--- config.mk ---
export PLATFORM = sky130hd
export DESIGN_NAME = mfm_ewma_clock_recovery_decoder_flat
export DESIGN_NICKNAME = d
export VERILOG_FILES = /design/src/sv/mfmec_pkg.sv /design/src/sv/mfmec_if.sv /design/src/sv/mfmec_div.sv /design/src/sv/mfm_ewma_clock_recovery_decoder.sv /design/src/flat_wrapper.sv
export SDC_FILE = /design/constraint.sdc
export NUM_CORES = 2
export LEC_CHECK = 0
export ABC_AREA = 1
export ABC_CLOCK_PERIOD_IN_PS = 10850
export CORE_ASPECT_RATIO = 1.4
export CORE_MARGIN = 4
export CORE_UTILIZATION = 25
export CTS_CLUSTER_SIZE = 25
export DETAILED_ROUTE_END_ITERATION = 10
export DONT_BUFFER_PORTS = 1
export MAX_ROUTING_LAYER = met4
export RECOVER_POWER = 100
export SLEW_MARGIN = 20
export SYNTH_ARGS = -nofsm -noshare
export SYNTH_HDL_FRONTEND = slang
export SYNTH_SLANG_ARGS = --single-unit
--- constraint.sdc ---
create_clock -name clk -period 10.85 [get_ports clk]
set_input_delay 0 -clock clk [delete_from_list [all_inputs] [get_ports clk]]
set_output_delay 0 -clock clk [all_outputs]
set_load 0.005 [all_outputs]
--- src/sv/mfmec_pkg.sv ---
// Shared constants, codes and types for the MFM EWMA clock recovery decoder.
package mfmec_pkg;

	// Field widths
	localparam int FLUX_BITS  = 16;
	localparam int CLK_BITS   = 24;
	localparam int ALPHA_BITS = 17;
	localparam int CNT_BITS   = 9;
	localparam int RUN_BITS   = 4;
	localparam int ST_BITS    = 2;
	localparam int IDX_BITS   = 3;

	// Behavior constants
	localparam int WARMUP_ITEMS = 300;
	localparam int MAX_ZERO_RUN = 15;

	localparam logic [CLK_BITS-1:0]   ONE_CLOCK = CLK_BITS'(256);
	localparam logic [CLK_BITS-1:0]   CLK_MAX   = {CLK_BITS{1'b1}};
	localparam logic [ALPHA_BITS-1:0] ALPHA_ONE = ALPHA_BITS'(65536);
	localparam logic [CNT_BITS-1:0]   CNT_MAX   = {CNT_BITS{1'b1}};

	// Shared divider sizing: numerator up to (d << 10) + clock, divisor up to 2 * clock
	localparam int DIV_NW = FLUX_BITS + 11;
	localparam int DIV_DW = CLK_BITS + 1;
	localparam int DIV_CW = $clog2(DIV_NW);

	// Quotient limits used by clamping and saturation, in (run + 1) terms
	localparam logic [DIV_DW-1:0] CLAMP_LO_Q = DIV_DW'(2);
	localparam logic [DIV_DW-1:0] CLAMP_HI_Q = DIV_DW'(4);
	localparam logic [DIV_DW-1:0] SAT_Q      = DIV_DW'(MAX_ZERO_RUN + 1);

	// Multiply-accumulate width for the EWMA
	localparam int PROD_BITS = ALPHA_BITS + CLK_BITS;
	localparam int ACC_BITS  = PROD_BITS + 1;
	localparam int EWMA_SHIFT = 16;
	localparam logic [ACC_BITS-1:0] EWMA_HALF = ACC_BITS'(32768);

	// Register indexes
	localparam logic [IDX_BITS-1:0] REG_ALPHA_GAIN    = IDX_BITS'(0);
	localparam logic [IDX_BITS-1:0] REG_INITIAL_CLOCK = IDX_BITS'(1);
	localparam logic [IDX_BITS-1:0] REG_USE_PRIOR     = IDX_BITS'(2);
	localparam logic [IDX_BITS-1:0] REG_IGNORE_LOWER  = IDX_BITS'(3);
	localparam logic [IDX_BITS-1:0] REG_CLAMP_ENABLE  = IDX_BITS'(4);

	// Status codes
	localparam logic [ST_BITS-1:0] ST_OK  = ST_BITS'(0);
	localparam logic [ST_BITS-1:0] ST_SAT = ST_BITS'(1);
	localparam logic [ST_BITS-1:0] ST_NEG = ST_BITS'(2);

	// Divider launch request
	typedef struct packed {
		logic              start;
		logic [DIV_NW-1:0] num;
		logic [DIV_DW-1:0] den;
	} div_req_t;

endpackage

--- src/sv/mfmec_if.sv ---
// Valid/ready channel interfaces for flux input beats and decoded bit beats.
interface flux_in_if;
	logic                            valid;
	logic                            ready;
	logic [mfmec_pkg::FLUX_BITS-1:0] flux_interval;
	logic                            run_start;

	modport source (output valid, output flux_interval, output run_start, input ready);
	modport sink (input valid, input flux_interval, input run_start, output ready);
endinterface

interface bit_out_if;
	logic                           valid;
	logic                           ready;
	logic                           data_bit;
	logic                           last_of_item;
	logic [mfmec_pkg::CLK_BITS-1:0] clock_used;
	logic [mfmec_pkg::ST_BITS-1:0]  status;

	modport source (output valid, output data_bit, output last_of_item, output clock_used,
		output status, input ready);
	modport sink (input valid, input data_bit, input last_of_item, input clock_used,
		input status, output ready);
endinterface

--- src/sv/mfmec_div.sv ---
// Shared radix-2 restoring divider, one quotient bit per cycle.
module mfmec_div (
	input  logic                                 clk,
	input  logic                                 arst_n,
	input  mfmec_pkg::div_req_t                  req,
	output logic                                 busy,
	output logic                                 done,
	output logic [mfmec_pkg::DIV_NW-1:0]         quot
);

	logic                            busy_q;
	logic                            done_q;
	logic [mfmec_pkg::DIV_CW-1:0]    cnt_q;
	logic [mfmec_pkg::DIV_DW-1:0]    rem_q;
	logic [mfmec_pkg::DIV_DW-1:0]    den_q;
	logic [mfmec_pkg::DIV_NW-1:0]    quo_q;

	logic [mfmec_pkg::DIV_DW:0]      trial;
	logic [mfmec_pkg::DIV_DW:0]      diff;
	logic                            ge;

	// Trial subtract of the shifted partial remainder
	always_comb begin
		trial = {rem_q, quo_q[mfmec_pkg::DIV_NW-1]};
		diff  = trial - {1'b0, den_q};
		ge    = trial >= {1'b0, den_q};
	end

	// Control: count iterations, pulse done after the last one
	always_ff @(posedge clk or negedge arst_n) begin
		if (!arst_n) begin
			busy_q <= 1'b0;
			done_q <= 1'b0;
			cnt_q  <= '0;
		end else if (req.start) begin
			busy_q <= 1'b1;
			done_q <= 1'b0;
			cnt_q  <= '0;
		end else if (busy_q) begin
			if (cnt_q == mfmec_pkg::DIV_CW'(mfmec_pkg::DIV_NW - 1)) begin
				busy_q <= 1'b0;
				done_q <= 1'b1;
			end else begin
				cnt_q <= cnt_q + 1'b1;
			end
		end else begin
			done_q <= 1'b0;
		end
	end

	// Datapath: numerator shifts out as quotient bits shift in
	always_ff @(posedge clk) begin
		if (req.start) begin
			rem_q <= '0;
			quo_q <= req.num;
			den_q <= req.den;
		end else if (busy_q) begin
			rem_q <= ge ? diff[mfmec_pkg::DIV_DW-1:0] : trial[mfmec_pkg::DIV_DW-1:0];
			quo_q <= {quo_q[mfmec_pkg::DIV_NW-2:0], ge};
		end
	end

	assign busy = busy_q;
	assign done = done_q;
	assign quot = quo_q;

endmodule

--- src/sv/mfm_ewma_clock_recovery_decoder.sv ---
// MFM flux data separator with an EWMA clock estimate: sequencer, EWMA MAC and bit emitter.
//
//  Channel   Dir  Handshake          Beat contents
//  flux_in   in   valid/ready        flux_interval[15:0], run_start
//  bit_out   out  valid/ready        data_bit, last_of_item, clock_used[23:0], status[1:0]
//  cfg       in   cfg_we, no wait    cfg_index[2:0], cfg_data[23:0]
//
// ready drops at acceptance and returns once the sequencer has emitted the item's result
// beats. A skipped interval goes from the run divide straight to emission; an unclamped run
// below one adds the EWMA multiply steps; otherwise the 27-step shared divider is used once
// for the run and once for the per-interval clock before the multiply steps and emission.
// ready is high only while the sequencer is idle; a held result beat stalls emission and,
// while beats of the item remain, acceptance of the next item. Reset restores register defaults and the clock.
module mfm_ewma_clock_recovery_decoder (
	input  logic                              clk,
	input  logic                              arst_n,
	flux_in_if.sink                           flux_in,
	bit_out_if.source                         bit_out,
	input  logic                              cfg_we,
	input  logic [mfmec_pkg::IDX_BITS-1:0]    cfg_index,
	input  logic [mfmec_pkg::CLK_BITS-1:0]    cfg_data
);

	typedef enum logic [8:0] {
		S_IDLE  = 9'b000000001,
		S_DIV1  = 9'b000000010,
		S_WAIT1 = 9'b000000100,
		S_DIV2  = 9'b000001000,
		S_WAIT2 = 9'b000010000,
		S_MUL1  = 9'b000100000,
		S_MUL2  = 9'b001000000,
		S_MUL3  = 9'b010000000,
		S_EMIT  = 9'b100000000
	} state_t;

	state_t state_q;

	// Configuration registers
	logic [mfmec_pkg::ALPHA_BITS-1:0] alpha_q;
	logic [mfmec_pkg::CLK_BITS-1:0]   init_clk_q;
	logic                             use_prior_q;
	logic                             ignore_lower_q;
	logic                             clamp_q;

	// Decoder state and per-item working registers
	logic [mfmec_pkg::CLK_BITS-1:0]   mean_q;
	logic [mfmec_pkg::CNT_BITS-1:0]   items_q;
	logic [mfmec_pkg::FLUX_BITS-1:0]  flux_q;
	logic                             warm_q;
	logic                             lead_pend_q;
	logic [mfmec_pkg::CLK_BITS-1:0]   lead_clk_q;
	logic [mfmec_pkg::DIV_DW-1:0]     qe_q;
	logic [mfmec_pkg::CLK_BITS-1:0]   newc_q;
	logic [mfmec_pkg::RUN_BITS-1:0]   zcnt_q;
	logic [mfmec_pkg::ST_BITS-1:0]    st_q;
	logic                             one_pend_q;
	logic [mfmec_pkg::ACC_BITS-1:0]   acc_q;

	// Output register
	logic                             out_valid_q;
	logic                             out_bit_q;
	logic                             out_last_q;
	logic [mfmec_pkg::CLK_BITS-1:0]   out_clk_q;
	logic [mfmec_pkg::ST_BITS-1:0]    out_st_q;

	// Divider hookup
	mfmec_pkg::div_req_t              div_req;
	logic                             div_busy;
	logic                             div_done;
	logic [mfmec_pkg::DIV_NW-1:0]     div_quot;

	logic                             in_fire;
	logic [mfmec_pkg::CLK_BITS-1:0]   restart_clk;
	logic [mfmec_pkg::CNT_BITS-1:0]   idx;
	logic [mfmec_pkg::CLK_BITS-1:0]   c_div;
	logic [mfmec_pkg::DIV_DW-1:0]     q_raw;
	logic [mfmec_pkg::DIV_DW-1:0]     qe;
	logic                             skip;
	logic [mfmec_pkg::RUN_BITS-1:0]   zrun;
	logic [mfmec_pkg::ST_BITS-1:0]    zst;
	logic [mfmec_pkg::CLK_BITS-1:0]   newc_sat;
	logic [mfmec_pkg::ALPHA_BITS-1:0] alpha_eff;
	logic [mfmec_pkg::ALPHA_BITS-1:0] mul_a;
	logic [mfmec_pkg::CLK_BITS-1:0]   mul_b;
	logic [mfmec_pkg::PROD_BITS-1:0]  mul_p;
	logic [mfmec_pkg::ACC_BITS-1:0]   acc_round;
	logic                             out_free;
	logic                             emit_load;

	assign in_fire       = flux_in.valid && flux_in.ready;
	assign flux_in.ready = (state_q == S_IDLE);
	assign restart_clk   = use_prior_q ? init_clk_q : mfmec_pkg::ONE_CLOCK;
	assign idx           = flux_in.run_start ? '0 : items_q;
	assign out_free      = !out_valid_q || bit_out.ready;
	// A result beat is loaded this cycle
	assign emit_load     = (state_q == S_EMIT) && out_free &&
		(lead_pend_q || (zcnt_q != '0) || one_pend_q);

	// Divider operand selection: run divide, then per-interval clock divide
	always_comb begin
		c_div       = (mean_q == '0) ? mfmec_pkg::CLK_BITS'(1) : mean_q;
		div_req     = '0;
		if (state_q == S_DIV1) begin
			div_req.start = 1'b1;
			div_req.num   = mfmec_pkg::DIV_NW'({flux_q, 10'b0}) + mfmec_pkg::DIV_NW'(c_div);
			div_req.den   = {c_div, 1'b0};
		end else if (state_q == S_DIV2) begin
			div_req.start = 1'b1;
			div_req.num   = mfmec_pkg::DIV_NW'({flux_q, 9'b0}) + mfmec_pkg::DIV_NW'(qe_q >> 1);
			div_req.den   = qe_q;
		end
	end

	mfmec_div u_div (
		.clk    (clk),
		.arst_n (arst_n),
		.req    (div_req),
		.busy   (div_busy),
		.done   (div_done),
		.quot   (div_quot)
	);

	// Run decision: skip, clamp, saturate, status
	always_comb begin
		q_raw = div_quot[mfmec_pkg::DIV_DW-1:0];
		skip  = ignore_lower_q && (q_raw < mfmec_pkg::CLAMP_LO_Q);
		qe    = q_raw;
		if (clamp_q) begin
			if (q_raw < mfmec_pkg::CLAMP_LO_Q)
				qe = mfmec_pkg::CLAMP_LO_Q;
			else if (q_raw > mfmec_pkg::CLAMP_HI_Q)
				qe = mfmec_pkg::CLAMP_HI_Q;
		end
		if (qe == '0) begin
			zrun = '0;
			zst  = mfmec_pkg::ST_NEG;
		end else if (qe > mfmec_pkg::SAT_Q) begin
			zrun = mfmec_pkg::RUN_BITS'(mfmec_pkg::MAX_ZERO_RUN);
			zst  = mfmec_pkg::ST_SAT;
		end else begin
			zrun = mfmec_pkg::RUN_BITS'(qe - 1'b1);
			zst  = mfmec_pkg::ST_OK;
		end
		newc_sat = (div_quot > mfmec_pkg::DIV_NW'(mfmec_pkg::CLK_MAX)) ?
			mfmec_pkg::CLK_MAX : div_quot[mfmec_pkg::CLK_BITS-1:0];
	end

	// Shared EWMA multiplier
	always_comb begin
		alpha_eff = (alpha_q > mfmec_pkg::ALPHA_ONE) ? mfmec_pkg::ALPHA_ONE : alpha_q;
		if (state_q == S_MUL1) begin
			mul_a = mfmec_pkg::ALPHA_ONE - alpha_eff;
			mul_b = mean_q;
		end else begin
			mul_a = alpha_eff;
			mul_b = newc_q;
		end
		mul_p     = mfmec_pkg::PROD_BITS'(mul_a) * mfmec_pkg::PROD_BITS'(mul_b);
		acc_round = acc_q + mfmec_pkg::EWMA_HALF;
	end

	// Configuration writes
	always_ff @(posedge clk or negedge arst_n) begin
		if (!arst_n) begin
			alpha_q        <= mfmec_pkg::ALPHA_BITS'(6554);
			init_clk_q     <= mfmec_pkg::ONE_CLOCK;
			use_prior_q    <= 1'b0;
			ignore_lower_q <= 1'b0;
			clamp_q        <= 1'b1;
		end else if (cfg_we) begin
			case (cfg_index)
				mfmec_pkg::REG_ALPHA_GAIN:    alpha_q        <= cfg_data[mfmec_pkg::ALPHA_BITS-1:0];
				mfmec_pkg::REG_INITIAL_CLOCK: init_clk_q     <= cfg_data;
				mfmec_pkg::REG_USE_PRIOR:     use_prior_q    <= cfg_data[0];
				mfmec_pkg::REG_IGNORE_LOWER:  ignore_lower_q <= cfg_data[0];
				mfmec_pkg::REG_CLAMP_ENABLE:  clamp_q        <= cfg_data[0];
				default: ;
			endcase
		end
	end

	// Sequencer, clock state and emitter
	always_ff @(posedge clk or negedge arst_n) begin
		if (!arst_n) begin
			state_q     <= S_IDLE;
			mean_q      <= mfmec_pkg::ONE_CLOCK;
			items_q     <= '0;
			lead_pend_q <= 1'b0;
			one_pend_q  <= 1'b0;
			zcnt_q      <= '0;
			warm_q      <= 1'b0;
			acc_q       <= '0;
			out_valid_q <= 1'b0;
		end else begin
			if (emit_load)
				out_valid_q <= 1'b1;
			else if (bit_out.ready)
				out_valid_q <= 1'b0;
			case (state_q)
				S_IDLE: begin
					if (in_fire) begin
						if (flux_in.run_start)
							mean_q <= restart_clk;
						lead_pend_q <= flux_in.run_start;
						items_q     <= (idx == mfmec_pkg::CNT_MAX) ? idx : idx + 1'b1;
						warm_q      <= !use_prior_q &&
							(idx < mfmec_pkg::CNT_BITS'(mfmec_pkg::WARMUP_ITEMS));
						state_q     <= S_DIV1;
					end
				end
				S_DIV1: state_q <= S_WAIT1;
				S_WAIT1: begin
					if (div_done) begin
						zcnt_q     <= (skip || warm_q) ? '0 : zrun;
						one_pend_q <= !skip && !warm_q;
						if (skip)
							state_q <= S_EMIT;
						else if (qe >= mfmec_pkg::CLAMP_LO_Q)
							state_q <= S_DIV2;
						else
							state_q <= S_MUL1;
					end
				end
				S_DIV2: state_q <= S_WAIT2;
				S_WAIT2: begin
					if (div_done)
						state_q <= S_MUL1;
				end
				S_MUL1: begin
					acc_q   <= {1'b0, mul_p};
					state_q <= S_MUL2;
				end
				S_MUL2: begin
					acc_q   <= acc_q + {1'b0, mul_p};
					state_q <= S_MUL3;
				end
				S_MUL3: begin
					mean_q  <= acc_round[mfmec_pkg::EWMA_SHIFT +: mfmec_pkg::CLK_BITS];
					state_q <= S_EMIT;
				end
				S_EMIT: begin
					if (out_free) begin
						if (lead_pend_q) begin
							lead_pend_q <= 1'b0;
							if (!one_pend_q)
								state_q <= S_IDLE;
						end else if (zcnt_q != '0) begin
							zcnt_q      <= zcnt_q - 1'b1;
						end else if (one_pend_q) begin
							one_pend_q  <= 1'b0;
							state_q     <= S_IDLE;
						end else begin
							state_q <= S_IDLE;
						end
					end
				end
				default: state_q <= S_IDLE;
			endcase
		end
	end

	// Per-item payload registers
	always_ff @(posedge clk) begin
		if (in_fire) begin
			flux_q     <= flux_in.flux_interval;
			lead_clk_q <= restart_clk;
		end
		if (state_q == S_WAIT1 && div_done) begin
			qe_q   <= qe;
			st_q   <= zst;
			newc_q <= mean_q;
		end
		if (state_q == S_WAIT2 && div_done)
			newc_q <= newc_sat;
		if (state_q == S_EMIT && out_free) begin
			if (lead_pend_q) begin
				out_bit_q  <= 1'b1;
				out_last_q <= !one_pend_q;
				out_clk_q  <= lead_clk_q;
				out_st_q   <= mfmec_pkg::ST_OK;
			end else begin
				out_bit_q  <= (zcnt_q == '0);
				out_last_q <= (zcnt_q == '0);
				out_clk_q  <= newc_q;
				out_st_q   <= st_q;
			end
		end
	end

	assign bit_out.valid        = out_valid_q;
	assign bit_out.data_bit     = out_bit_q;
	assign bit_out.last_of_item = out_last_q;
	assign bit_out.clock_used   = out_clk_q;
	assign bit_out.status       = out_st_q;

	// The divider is never relaunched while it is still iterating
	a_div_no_overlap: assert property (@(posedge clk) disable iff (!arst_n)
		div_req.start |-> !div_busy)
		else $error("divider started while busy");

	// An accepted item holds off the next one
	a_accept_blocks: assert property (@(posedge clk) disable iff (!arst_n)
		in_fire |=> !flux_in.ready)
		else $error("input ready right after accept");

	// Zero-run counter never exceeds the saturation limit
	a_run_bound: assert property (@(posedge clk) disable iff (!arst_n)
		zcnt_q <= mfmec_pkg::RUN_BITS'(mfmec_pkg::MAX_ZERO_RUN))
		else $error("zero run counter out of range");

	// Emission only loads a beat while the sequencer is in its emit step
	a_emit_only: assert property (@(posedge clk) disable iff (!arst_n)
		$rose(out_valid_q) |-> $past(state_q == S_EMIT))
		else $error("result beat loaded outside emit");

endmodule
--- src/flat_wrapper.sv ---
// flat-port wrapper written by rule: the top's interface ports become plain ports
module mfm_ewma_clock_recovery_decoder_flat 
  (clk, arst_n, cfg_we, cfg_index, cfg_data, flux_in_valid, flux_in_flux_interval, flux_in_run_start, flux_in_ready, bit_out_valid, bit_out_data_bit, bit_out_last_of_item, bit_out_clock_used, bit_out_status, bit_out_ready);
  flux_in_if flux_in_i ();
  bit_out_if bit_out_i ();
  input  logic clk;
  input  logic arst_n;
  input  logic cfg_we;
  input  logic [mfmec_pkg::IDX_BITS-1:0] cfg_index;
  input  logic [mfmec_pkg::CLK_BITS-1:0] cfg_data;
  input wire logic [$bits(flux_in_i.valid)-1:0] flux_in_valid;
  input wire logic [$bits(flux_in_i.flux_interval)-1:0] flux_in_flux_interval;
  input wire logic [$bits(flux_in_i.run_start)-1:0] flux_in_run_start;
  output wire logic [$bits(flux_in_i.ready)-1:0] flux_in_ready;
  output wire logic [$bits(bit_out_i.valid)-1:0] bit_out_valid;
  output wire logic [$bits(bit_out_i.data_bit)-1:0] bit_out_data_bit;
  output wire logic [$bits(bit_out_i.last_of_item)-1:0] bit_out_last_of_item;
  output wire logic [$bits(bit_out_i.clock_used)-1:0] bit_out_clock_used;
  output wire logic [$bits(bit_out_i.status)-1:0] bit_out_status;
  input wire logic [$bits(bit_out_i.ready)-1:0] bit_out_ready;
  assign flux_in_i.valid = flux_in_valid;
  assign flux_in_i.flux_interval = flux_in_flux_interval;
  assign flux_in_i.run_start = flux_in_run_start;
  assign flux_in_ready = flux_in_i.ready;
  assign bit_out_valid = bit_out_i.valid;
  assign bit_out_data_bit = bit_out_i.data_bit;
  assign bit_out_last_of_item = bit_out_i.last_of_item;
  assign bit_out_clock_used = bit_out_i.clock_used;
  assign bit_out_status = bit_out_i.status;
  assign bit_out_i.ready = bit_out_ready;
  mfm_ewma_clock_recovery_decoder u_core (.clk(clk), .arst_n(arst_n), .flux_in(flux_in_i), .bit_out(bit_out_i), .cfg_we(cfg_we), .cfg_index(cfg_index), .cfg_data(cfg_data));
endmodule
==> results.txt <==
Routability-driven placement finished with a final weighted congestion of 0.9860. The die span in x is 318.8 µm. The required time of the critical path came out at 11270 ps.

The floorplan step defined a die boundary enclosing 0.1413 mm². The total number of H-tree levels is 2. The critical path's largest stage delay is 550 ps. Headroom to the max-slew limit came out at -4.678.

The number of enable flip-flop cells after synthesis is 171. The path class of the tightest hold or removal check is primary input to flip-flop. After layout, the minimum clock period comes to 10290 ps. The slowest stage of the critical path is the fa_1 cell. The fraction of the mapped netlist area in simple logic gates is 0.1923. The worst clock skew came out at 25.90 ps.

The wire length per cell is 18.84 µm. The final worst-path setup slack is 557.6 ps. In the final design database the tool counted 4919 nets. The number of vias per cell after detailed routing came out at 4.779. The number of distinct standard cells referenced by the synthesized netlist is 57. The count of input and output buffers came out at 0.

Of the total synthesized cell area, the portion taken by full adders, half adders and majority gates is 0.2761. Static timing analysis puts the maximum clock frequency at 0.09716 GHz. The leading register cell type out of synthesis is edfxtp_1. The number of clock buffers inserted by TritonCTS came out at 42. The final route contains 29305 vias.

TritonCTS built the clock tree. STA classifies the critical path endpoint as a flip-flop. The share of cells above drive strength 1 came out at 0.04728. The critical path data arrival time came out at 10710 ps. The final hold violation count came out at 0. In the global route stage, overall resource usage came out at 0.1663.

The most used cell along the critical path is nand2_1. The root buffer cell is clkbuf_16. 79 I/O pins were placed. The sum of overflow across all layers after global routing is 0. Clock-pin slew was measured on the worst setup and hold paths at 60 ps. The slack of the worst reg-to-reg path came out at 560 ps. The total wire length after detailed routing is 115500 µm. The final reports fail on capacitance limit, slew limit.

The net count after synthesis came out at 4875. The placed instance area came out at 0.03605 mm². The post-synthesis register bit count came out at 337. The initial antenna violation count came to 5. The gate count of the mapped netlist came out at 4279. Setup repair after global routing left no endpoint under its margin. The clock sink count is 337. The minimum setup slack after placement came out at 441.8 ps. Summed over all nets, the half-perimeter wirelength after detailed placement is 92450 µm. In this run the cell area of the synthesized design comes to 0.03382 mm². The mean cell area of the mapped netlist is 7.903 µm². The final period utilization is 0.9486. The initial utilization of the core area, before any placement, comes to 0.2518.

The total iterations of the first detailed-routing run came out at 6. By area, the combinational part of the netlist is dominated by adder cells. For met1 alone, demand over resource in global routing was 0.1865. The sequential cell area fraction in the yosys report came out at 0.2714. In this run the worst path has a maximum fanout of 39. The share of cell area taken by muxes after synthesis is 0.002331. The area of the core is 0.1343 mm². met2 is the most crowded layer. The worst setup path is launched from a flip-flop. The flow ran to the end, but the final reports show violations.

The count of yosys warnings during synthesis came out at 0. Entering global routing, the biggest net connects 142 pins. At the later pin of the worst-skew pair, clock insertion delay measures 580 ps. The pin slew with the least headroom to its limit came out at 8517 ps. The commonest non-fill, non-tap cell in the layout is nand2_1.

The post-synthesis xor/xnor area fraction is 0.02716. The post-detailed-route DRC marker count came out at 0. The count of standard-cell rows came out at 159. The type of the worst setup path is flip-flop to flip-flop. For met2 alone, demand over resource in global routing was 0.2856. The area growth from synthesis to final layout came out at 12.20%. The number of buffers between clock root and the deepest sink is 3. After routing, the total negative slack on setup checks comes to 0 ps. The complex-gate fraction of the synthesized area is 0.1191. After routing the design area is 0.03794 mm².

The proportion of synthesized flip-flops having asynchronous set or reset came out at 0.4184. The number of maximum-capacitance violations is 11. The via count of the first global-routing pass came out at 30509.

The global-route track usage on met3 is 0.02211. The detailed router finished its first iteration with 2347 violations. The vertical die dimension came out at 443.2 µm. The residual antenna-violating net count after detailed routing is 0.

The number of failing setup endpoints in the final timing report is 0. The top cell types in the final layout, fill and taps aside, are 940 x nand2_1, 832 x inv_1, 372 x nor2_1. The count of filler cells inserted in the layout is 14461. The first-pass GRT wire length came out at 178800 µm.

The number of buffers inserted by post-CTS setup repair is 0. The final-report max-slew violation count is 476.
-- final timing paths --
kind | from | endpoint | depth (start not counted)
max reg2reg | u_core.state_q[2]$_DFFE_PN0P_ | u_core.acc_q[33]$_DFFE_PN0P_ | 39
max | u_core.state_q[2]$_DFFE_PN0P_ | u_core.acc_q[33]$_DFFE_PN0P_ | 39
min reg2reg | u_core.u_div.rem_q[23]$_SDFFE_PN0P_ | u_core.u_div.rem_q[23]$_SDFFE_PN0P_ | 2
min | flux_in_flux_interval[15] | u_core.flux_q[15]$_DFFE_PP_ | 1
min in group asynchronous | arst_n | u_core.bit_out.valid$_DFFE_PN0P_ | 2
max in group asynchronous | arst_n | u_core.alpha_q[16]$_DFFE_PN0P_ | 2
-- state kept, by name (all words and copies together), names as in the netlist, 16 cells and up --
register	flops
u_core.acc_q	40
u_core.alpha_q	17
u_core.bit_out.clock_used	24
u_core.flux_q	16
u_core.init_clk_q	24
u_core.lead_clk_q	24
u_core.mean_q	24
u_core.newc_q	24
u_core.qe_q	25
u_core.u_div.den_q	25
u_core.u_div.quot	27
u_core.u_div.rem_q	25
-- Yosys cell counts (5+ instances only) --
cell type,n,area [µm²]
o22ai_1,14,87.58
xnor2_1,32,280.3
a31oi_1,10,62.56
ha_1,215,2690
nand4_1,37,231.5
fa_1,332,6646
nand2_1,942,3536
xor2_1,71,621.9
nor4_1,16,100.1
mux2_2,7,78.83
o21ai_0,317,1587
inv_1,829,3112
or2_2,11,68.82
nor2_1,370,1389
o21bai_1,25,187.7
nor3_1,48,240.2
nor2_2,14,87.58
o21ai_1,22,110.1
o211ai_1,30,225.2
a22oi_1,10,75.07
buf_2,46,230.2
a21oi_1,208,1041
o21a_1,11,82.58
clkbuf_1,66,247.7
inv_2,17,63.81
dfxtp_1,25,500.5
dfstp_2,11,289.0
o221ai_1,16,140.1
o21ai_2,7,61.31
a21o_1,19,142.6
buf_1,8,30.03
dfrtp_1,130,3253
buf_4,7,52.55
nand3_1,127,635.6
edfxtp_1,171,5135
a21boi_0,8,60.06
nand3b_1,5,37.54
-- metal layers --
| metal | routed length (µm) | vias up |
|---|---|---|
| met5 | 0 | - |
| met4 | 8105 | 0 |
| met3 | 6595 | 348 |
| met2 | 57410 | 1024 |
| met1 | 43430 | 14324 |
| li1 | - | 13609 |
-- through the flow --
step / hold WS [ps] / utilization / instances
floorplan: -295.6 / - / 4279
CTS: 20.15 / 0.2834 / 6128
global placement: -273.4 / 0.2683 / 5995
finish: 46.73 / 0.2825 / 6132
global route: 36.18 / 0.2825 / 6132
detailed placement: -273.4 / 0.2685 / 5996
-- logic make-up after synthesis --
| family | after synthesis |
|---|---|
| and+or+nand+nor | 1590 |
| buffers and inverters | 977 |
| AOI/OAI and AO/OA | 717 |
| adders and majority gates | 547 |
| DFF | 337 |
| xor gates and xnor gates | 104 |
| muxes | 7 |
-- worst max-delay path, delay by kind of cell (launching register included) --
family,cells,cell delay (ps)
AO/OA/AOI/OAI,7,1380
flip-flops,1,390
buffers and inverters,7,1330
adder cells (fa/ha/maj),8,3840
AND/OR/NAND/NOR,16,2760
XOR/XNOR,1,390
-- area by class of cell --
class	count	area, µm²	share of cell area
clock buffer	50	1112	0.02932
clock inverter	28	330.3	0.008706
multi-input combinational	2965	20860	0.5497
tap	1771	2216	0.05840
antenna	4	10.01	0.0002638
sequential	337	9178	0.2419
inverter	847	3179	0.08380
timing repair buffer	130	1059	0.02790
-- what timing repair did --
item | CTS | global route
resized for setup | 0 | 4
hold buffers | 54 | 0
endpoints found under the hold margin | 219 | 0
endpoints found under the setup margin | 0 | 8
Power is left out: the tool's default activity adds up to more than one toggle a clock period on the data nets, which glitch-free logic cannot reach.
